## config.mk

```make
export PLATFORM = sky130hd
export DESIGN_NAME = cbm_map
export DESIGN_NICKNAME = d
export VERILOG_FILES = /design/src/hdl/cbm_pkg.sv /design/src/hdl/cbm_map.sv
export SDC_FILE = /design/constraint.sdc
export NUM_CORES = 1
export LEC_CHECK = 0
export CORE_ASPECT_RATIO = 0.7
export CORE_MARGIN = 2
export CORE_UTILIZATION = 32
export CTS_CLUSTER_SIZE = 16
export DETAILED_ROUTE_END_ITERATION = 10
export DONT_BUFFER_PORTS = 1
export GPL_ROUTABILITY_DRIVEN = 0
export PLACE_DENSITY = 0.44
export SLEW_MARGIN = 20
export SYNTH_ARGS = -nofsm -noshare
export SYNTH_HDL_FRONTEND = slang
export SYNTH_SLANG_ARGS = --single-unit
```

## constraint.sdc

```tcl
create_clock -name aclk -period 4 [get_ports aclk]
set_input_delay 0.4 -clock aclk [delete_from_list [all_inputs] [get_ports aclk]]
set_output_delay 0.4 -clock aclk [all_outputs]
set_load 0.02 [all_outputs]
```

## src/hdl/cbm_pkg.sv

```systemverilog
// ----------------------------------------------------------------------------
// cbm_pkg: shared definitions for the cartridge bank mapper
// Operation codes, save-RAM unlock keys, register addresses and the
// structures that travel between the decode logic, the save RAM and the top.
// ----------------------------------------------------------------------------
package cbm_pkg;

    // Default sizes, handed to the top-level parameters.
    localparam int SAVE_RAM_DEPTH_DEF = 8192;
    localparam int PRG_BANK_BITS_DEF  = 6;
    localparam int CHR_BANK_BITS_DEF  = 8;

    // Fixed field widths.
    localparam int OP_W    = 2;
    localparam int ADDR_W  = 16;
    localparam int DATA_W  = 8;
    localparam int PRG_W   = 19;
    localparam int CHR_W   = 18;
    localparam int RAM_IDX_W = 13;

    // Request kinds.
    localparam logic [OP_W-1:0] OP_CPU_READ  = 2'd0;
    localparam logic [OP_W-1:0] OP_CPU_WRITE = 2'd1;
    localparam logic [OP_W-1:0] OP_PPU_FETCH = 2'd2;

    // Save-RAM unlock keys, one per region.
    localparam logic [DATA_W-1:0] KEY_REGION0 = 8'hCA;
    localparam logic [DATA_W-1:0] KEY_REGION1 = 8'h69;
    localparam logic [DATA_W-1:0] KEY_REGION2 = 8'h84;

    // Mapper register addresses.
    localparam logic [ADDR_W-1:0] REG_CHR0   = 16'h7EF0;
    localparam logic [ADDR_W-1:0] REG_CHR1   = 16'h7EF1;
    localparam logic [ADDR_W-1:0] REG_CHR2   = 16'h7EF2;
    localparam logic [ADDR_W-1:0] REG_CHR3   = 16'h7EF3;
    localparam logic [ADDR_W-1:0] REG_CHR4   = 16'h7EF4;
    localparam logic [ADDR_W-1:0] REG_CHR5   = 16'h7EF5;
    localparam logic [ADDR_W-1:0] REG_CTRL   = 16'h7EF6;
    localparam logic [ADDR_W-1:0] REG_KEY0   = 16'h7EF7;
    localparam logic [ADDR_W-1:0] REG_KEY1   = 16'h7EF8;
    localparam logic [ADDR_W-1:0] REG_KEY2   = 16'h7EF9;
    localparam logic [ADDR_W-1:0] REG_PRG0   = 16'h7EFA;
    localparam logic [ADDR_W-1:0] REG_PRG1   = 16'h7EFB;
    localparam logic [ADDR_W-1:0] REG_PRG2   = 16'h7EFC;

    // Save-RAM access command issued at request acceptance.
    typedef struct packed {
        logic                 rd;
        logic                 wr;
        logic [RAM_IDX_W-1:0] idx;
        logic [DATA_W-1:0]    wdata;
    } ram_cmd_t;

    // Result fields known at acceptance; RAM data joins after the registered save-RAM read.
    typedef struct packed {
        logic              from_ram;
        logic [DATA_W-1:0] bus_byte;
        logic [PRG_W-1:0]  prg_address;
        logic [CHR_W-1:0]  chr_address;
        logic              mirror_mode;
    } map_res_t;

endpackage

```

## src/hdl/cbm_map.sv

```systemverilog
// ----------------------------------------------------------------------------
// cbm_map: mapper registers, request decode and address translation
// Holds the bank, control and key registers, decides save-RAM gating and
// forms the program and pattern addresses for each accepted request.
// ----------------------------------------------------------------------------
module cbm_map
    import cbm_pkg::*;
#(
    parameter int PRG_BANK_BITS = PRG_BANK_BITS_DEF,
    parameter int CHR_BANK_BITS = CHR_BANK_BITS_DEF
) (
    input  logic              aclk,
    input  logic              aresetn,
    input  logic              accept,
    input  logic [OP_W-1:0]   op,
    input  logic [ADDR_W-1:0] address,
    input  logic [DATA_W-1:0] write_data,
    output ram_cmd_t          cmd,
    output map_res_t          res
);

    logic [PRG_BANK_BITS-1:0] prg_bank_reg [3];
    logic [CHR_BANK_BITS-1:0] chr_bank_reg [6];
    logic [DATA_W-1:0]        ram_key_reg  [3];
    logic                     mirror_reg;
    logic                     swap_reg;

    logic                     is_rd, is_wr, is_cpu, in_window;
    logic                     reg0, reg1, reg2, in_sram, open;
    logic                     reg_wr;
    logic [DATA_W-1:0]        prg_val;
    logic [PRG_BANK_BITS-1:0] prg_sel_bank;
    logic [PRG_W-1:0]         prg_map;
    logic [2:0]               slot;
    logic [2:0]               chr_idx;
    logic [CHR_BANK_BITS-1:0] chr_sel_bank;
    logic [CHR_W-1:0]         chr_map;

    // Request classification and save-RAM gating.
    always_comb begin
        is_rd     = (op == OP_CPU_READ);
        is_wr     = (op == OP_CPU_WRITE);
        is_cpu    = is_rd || is_wr;
        in_window = (address[15:13] == 3'b011);
        reg0      = (address[15:11] == 5'b01100);
        reg1      = (address[15:11] == 5'b01101);
        reg2      = (address[15:10] == 6'b011100);
        in_sram   = reg0 || reg1 || reg2;
        open      = (reg0 && ram_key_reg[0] == KEY_REGION0)
                 || (reg1 && ram_key_reg[1] == KEY_REGION1)
                 || (reg2 && ram_key_reg[2] == KEY_REGION2);
        reg_wr    = accept && is_wr && in_window && !in_sram;
    end

    // Save-RAM command.
    assign cmd.rd    = accept && is_rd && in_window && open;
    assign cmd.wr    = accept && is_wr && in_window && open;
    assign cmd.idx   = address[RAM_IDX_W-1:0];
    assign cmd.wdata = write_data;

    // Program mapping: the top 8 KiB window uses the highest bank.
    always_comb begin
        prg_sel_bank = (address[14:13] == 2'b11) ? '1 : prg_bank_reg[address[14:13]];
        prg_map      = PRG_W'({prg_sel_bank, address[12:0]});
    end

    // Pattern mapping: two 2 KiB banks then four 1 KiB banks, halves swapped when the swap bit is set.
    always_comb begin
        slot         = address[12:10] ^ {swap_reg, 2'b00};
        chr_idx      = slot[2] ? (3'd2 + {1'b0, slot[1:0]}) : {2'b00, slot[1]};
        chr_sel_bank = chr_bank_reg[chr_idx];
        if (slot[2]) begin
            chr_map = CHR_W'({chr_sel_bank, address[9:0]});
        end else begin
            chr_map = CHR_W'({chr_sel_bank >> 1, address[10:0]});
        end
    end

    // Result fields known at acceptance.
    always_comb begin
        res.from_ram    = is_rd && in_window && open;
        res.bus_byte    = (is_rd && in_window && !open) ? address[15:8] : '0;
        res.prg_address = (is_cpu && address[15]) ? prg_map : '0;
        res.chr_address = (op == OP_PPU_FETCH) ? chr_map : '0;
        res.mirror_mode = (reg_wr && address == REG_CTRL) ? write_data[0] : mirror_reg;
    end

    assign prg_val = write_data >> 2;

    // Register writes.
    always_ff @(posedge aclk) begin
        if (!aresetn) begin
            for (int i = 0; i < 3; i++) begin
                prg_bank_reg[i] <= '0;
                ram_key_reg[i]  <= '0;
            end
            for (int i = 0; i < 6; i++) begin
                chr_bank_reg[i] <= '0;
            end
            mirror_reg <= 1'b0;
            swap_reg   <= 1'b0;
        end else if (reg_wr) begin
            unique case (address)
                REG_CHR0: chr_bank_reg[0] <= write_data[CHR_BANK_BITS-1:0];
                REG_CHR1: chr_bank_reg[1] <= write_data[CHR_BANK_BITS-1:0];
                REG_CHR2: chr_bank_reg[2] <= write_data[CHR_BANK_BITS-1:0];
                REG_CHR3: chr_bank_reg[3] <= write_data[CHR_BANK_BITS-1:0];
                REG_CHR4: chr_bank_reg[4] <= write_data[CHR_BANK_BITS-1:0];
                REG_CHR5: chr_bank_reg[5] <= write_data[CHR_BANK_BITS-1:0];
                REG_CTRL: begin
                    mirror_reg <= write_data[0];
                    swap_reg   <= write_data[1];
                end
                REG_KEY0: ram_key_reg[0] <= write_data;
                REG_KEY1: ram_key_reg[1] <= write_data;
                REG_KEY2: ram_key_reg[2] <= write_data;
                REG_PRG0: prg_bank_reg[0] <= prg_val[PRG_BANK_BITS-1:0];
                REG_PRG1: prg_bank_reg[1] <= prg_val[PRG_BANK_BITS-1:0];
                REG_PRG2: prg_bank_reg[2] <= prg_val[PRG_BANK_BITS-1:0];
                default: ;
            endcase
        end
    end

endmodule

```

# --- Word level (Yosys, flattened, before mapping) ---
# Memory sizes are Yosys's and may differ from the RTL's.
# Cells that the tools add are included.
op_classes:
  add_sub_neg: 1
  eq_ne: 23
  mux: 68
  n_bitwise: 13
  n_reduce_logical: 24
ops:
  columns: ["op", "n"]
  rows:
  - ["$eq 16x15->1 const B", 13]
  - ["$mux 8", 10]
  - ["$mux 1", 50]
  - ["$mux 6", 4]
  - ["$mux 19", 1]
  - ["$mux 18", 1]
  - ["$eq 8x8->1 const B", 2]
  - ["$logic_and 1x1->1", 15]
  - ["$or 1x1->1", 12]
  - ["$mux 11", 1]
  - ["$eq 5x4->1 const B", 2]
  - ["$eq 8x7->1 const B", 1]
  - ["$eq 6x5->1 const B", 1]
  - ["$logic_or 1x1->1", 5]
  - ["$eq 2x2->1 const B", 2]
  - ["$add 2x2->3 const A", 1]
  - ["$eq 3x2->1 const B", 1]
  - ["$mux 3", 1]
  - ["$xor 3x3->3", 1]
  - ["$eq 2x1->1 const B", 1]
  - ["$logic_not 1->1", 2]
  - ["$logic_not 2->1", 1]
  - ["$reduce_and 2->1", 1]
totals:
  ff_bits: 2
  ram_bits: 90
  in_bits: 29
  out_inout_bits: 70
  wordCells: 134
  memories: 3
mem_list:
  columns: ["memory", "depth", "width", "rd", "rd_ports_with_merged_regs", "wr", "line", "text"]
  rows:
  - ["chr_bank_reg", 6, 8, 1, 0, 6, "cbm_map.sv:23", "logic [CHR_BANK_BITS-1:0] chr_bank_reg [6];"]
  - ["ram_key_reg", 3, 8, 3, 0, 3, "cbm_map.sv:24", "logic [DATA_W-1:0] ram_key_reg [3];"]
  - ["prg_bank_reg", 3, 6, 1, 0, 3, "cbm_map.sv:22", "logic [PRG_BANK_BITS-1:0] prg_bank_reg [3];"]

# --- Depth between registers and ports, before layout ---
logic_depth:
  ltp_word: 9
  depth_mapped: 6
  depth_no_buf: 4

# --- Worst setup path before layout ---
# OpenSTA, ideal clock, no wires.
synth_path:
  kind: "in2reg"
  from: "input port address[14]"
  to: "memory ram_key_reg[1][2] (netlist: ram_key_reg[0][10]) (enable)"
  setup_time_ps: 398
  arrival_time_ps: 2147
  path_slack_ps: 1455
  cell_stages: 5
  path_buffers: 1
  path_cell_list: "buf_4 > nand4bb_2 > nor4_4 > nand2_1 > o41ai_1"
synth_lines:
  columns: ["item", "line", "text"]
  rows:
  - ["start, declared", "cbm_map.sv:16", "input logic [ADDR_W-1:0] address,"]
  - ["end, declared", "cbm_map.sv:24", null]

==> summary by stage <==
Worst setup path
The required time reported for the critical path endpoint is 3.60 ns. The sort of element at the end of the critical path is a primary output. The critical path data arrival time is 2.07 ns. STA classifies the critical path startpoint as a flop. In this run the worst path has a maximum fanout of 5. The critical path class is reg2out. The worst-case register-to-register setup slack is 3.36 ns.

Yosys
After technology mapping, the gate count stands at 382. The number of synthesized register bits is 90. For this run, the leading register cell type out of synthesis is sky130_fd_sc_hd__edfxtp_1. In this run, synthesis inferred 88 flip-flops with an integrated enable.

The proportion of synthesized chip area in sequential cells is 0.601. Counting every net in the synthesized netlist gives 411. The post-synthesis instance area is 0.00446 mm².

The share of synthesized flip-flops with an asynchronous set or reset is 0. The number of unique standard cell types used by synthesis is 44. A synthesized cell averages 11.7 µm². The Yosys step of the flow raised 0 warnings.

Clock network
After clock tree synthesis, the flow added hold-fix buffers numbering 0. Gates resized during post-CTS repair numbered 0. The clock sink total is 90. Once the clock tree was built, the setup fixing pass inserted 0 buffers. In this run, CTS created clock tree buffers numbering 9. TritonCTS built the clock tree. The H-tree was split into 3 levels. Counting along the longest clock path gives a buffer depth of 2.

Clock tree synthesis selected as its root buffer the cell sky130_fd_sc_hd__clkbuf_16. The clock transition at the register clock pins on the worst setup and hold paths after CTS is 0.07 ns. Clock latency on the worst-skew pair, taken at its later pin, is 0.34 ns.

Routing
The number of DRC markers in iteration 0 is 129. The post-route DRC violation count is 0. The number of detailed-routing iterations run before antenna repair is 4. Using the TritonRoute via totals, the vias-per-cell ratio works out to 5.07. The post-detailed-route wirelength per cell is 19.9 µm.

In this run the remaining antenna-violating nets after routing total 0. The aggregate routed wire length is 11.0 mm. The via count of the routed design is 2,800.

Global routing
The maximum number of pins on one net before global-route repair is 30. For this run, the total global-route usage over all layers was measured as 0.151. The initial antenna violation count was 0.

The number of global-route vias before repair is 2,787. The first global-routing pass estimated 16.6 mm of wire. Summed over all layers, the global routing overflow is 0.

Final layout
At the end of the flow the core is filled with cells to 0.348. The top cell types in the final layout, fill and taps aside, are sky130_fd_sc_hd__edfxtp_1, sky130_fd_sc_hd__nor2_1, sky130_fd_sc_hd__nand2_1. The fraction of layout instances using a drive strength above 1 is 0.108. The area added between synthesis and finish is 7.46%. Leaving out fill and tap cells, the most frequent cell in the layout is sky130_fd_sc_hd__edfxtp_1.

The register with the most flip-flops in the layout has 46 of them. 0 antenna diodes ended up in the layout. The number of nets in the layout is 386. After filler insertion, the fill cell instance count of the layout stands at 1,396.

STA
The final hold violation count is 0. The sum of negative setup slack is 0 ns. The number of pins exceeding their max-slew limit in the final report was 0. The worst pin sits at a relative slew slack of 0.308. The final critical-path setup slack is 1.53 ns. The worst hold margin is 0.209 ns. The slew at the pin closest to its max-slew limit is 1.03 ns. The worst clock skew is 0 ns. Setup violations remaining at the end of the flow were counted as 0.

Setup repair after global routing left no endpoint under its margin. Of the available clock period, the critical path in the final layout requires 0.617. The final period demand of the worst path is 2.47 ns. Static timing analysis puts the maximum clock frequency at 405 MHz.

Placement
Prior to clock tree synthesis, the placed netlist has a worst setup slack of 1.47 ns. In this run the tool buffered the top-level ports with 0 buffer cells. The half-perimeter wire length after placement is 8.01 mm.

Die
The effective utilization at floorplan is 0.324. The floorplan step set the die height to 103 µm. The floorplan step defined a core boundary enclosing 0.0138 mm².

The I/O pin total is 99. The die area is 0.0149 mm². The number of placement rows is 36. The die extent in x is 145 µm.

Power
The analysis attributes to cell leakage a power of 1.67 nW. The total power density per cell area is 435 mW/mm². The worst-case IR drop observed on VDD is 0.000214 V.

Job
The number of max-capacitance violations reported is 0.

Min path
The class of the worst hold path is in2reg.

Outcome
The flow ran to the end, and the final reports show no timing, DRC or antenna violations.
==> metal layers <==
| metal | part of all wire | global-route usage | routed length, µm | vias to the layer above |
|---|---|---|---|---|
| met5 | 0 | 0 | 0 | - |
| met4 | 0.012 | 0.0475 | 133 | 0 |
| met3 | 0.048 | 0.0460 | 524 | 15 |
| met2 | 0.45 | 0.241 | 4950 | 50 |
| met1 | 0.49 | 0.202 | 5360 | 1428 |
| li1 | - | - | - | 1307 |
==> synth_stat cells, types with 5 or more instances <==
cell,instances,area [µm²]
sky130_fd_sc_hd__nand4_2,6,75.1
sky130_fd_sc_hd__a211o_1,6,52.6
sky130_fd_sc_hd__nor4bb_1,5,50.1
sky130_fd_sc_hd__clkbuf_1,12,45.0
sky130_fd_sc_hd__nand2_1,29,109
sky130_fd_sc_hd__nor3b_1,5,37.5
sky130_fd_sc_hd__and2_1,27,169
sky130_fd_sc_hd__o211ai_1,7,52.6
sky130_fd_sc_hd__edfxtp_1,88,2640
sky130_fd_sc_hd__mux2i_1,15,150
sky130_fd_sc_hd__a21oi_1,8,40.0
sky130_fd_sc_hd__o22ai_1,6,37.5
sky130_fd_sc_hd__buf_4,24,180
sky130_fd_sc_hd__mux2_2,7,78.8
sky130_fd_sc_hd__nand3_1,8,40.0
sky130_fd_sc_hd__nor2_1,81,304
==> per-stage QoR <==
| step | cell area [µm²] | total power, mW | instances |
|---|---|---|---|
| 2_1_floorplan | 4460 | 1.26 | 382 |
| 3_3_place_gp | 4490 | 1.26 | 536 |
| 3_5_place_dp | 4490 | 1.26 | 536 |
| 4_1_cts | 4790 | 2.11 | 552 |
| 5_1_grt | 4790 | 2.15 | 552 |
| 6_report | 4790 | 2.09 | 552 |
==> worst max-delay path, cell delays in order, from the launching register on <==
cell	delay, ns
sky130_fd_sc_hd__edfxtp_1	0.36
sky130_fd_sc_hd__nor4bb_1	0.56
sky130_fd_sc_hd__nand3_1	0.13
sky130_fd_sc_hd__a21boi_0	0.44
sky130_fd_sc_hd__nor3b_1	0.24
==> final timing paths <==
check	from	end	cells after the start
setup / recovery	ram_key_reg[0][9]$_DFFE_PP_	res[40]	4
hold / removal	aresetn	mirror_reg$_SDFFE_PN0P_	2
setup reg to reg	swap_reg$_SDFFE_PN0P_	swap_reg$_SDFFE_PN0P_	2
hold reg to reg	mirror_reg$_SDFFE_PN0P_	mirror_reg$_SDFFE_PN0P_	2
==> cell type report <==
type	count	area (µm²)	area share
clock buffer	9	225	0.0470
clock inverter	7	76.3	0.0159
inverter	4	15.0	0.00313
multi-input combinational	248	1530	0.319
sequential	90	2680	0.559
tap	190	238	0.0496
timing repair buffer	4	30.0	0.00626
==> where the power goes <==
part	switching [mW]	total (mW)	leakage [nW]	internal (mW)
logic	0.0999	0.144	0.673	0.0445
registers	0.0142	1.09	0.851	1.08
clock network	0.362	0.850	0.144	0.488
==> logic make-up (layout without fill, tap and decap cells) <==
| family | Yosys count | count (layout) | share of synthesized area |
|---|---|---|---|
| AOI/OAI and AO/OA | 36 | 36 | 0.0575 |
| xor gates and xnor gates | 1 | 1 | 0.00196 |
| buffers and inverters | 44 | 24 | 0.0580 |
| DFF | 90 | 90 | 0.601 |
| muxes | 23 | 23 | 0.0564 |
| other | 1 | 1 | 0.000840 |
| and+or+nand+nor | 187 | 187 | 0.224 |
No activity file was read; power rests on OpenSTA's default activity.
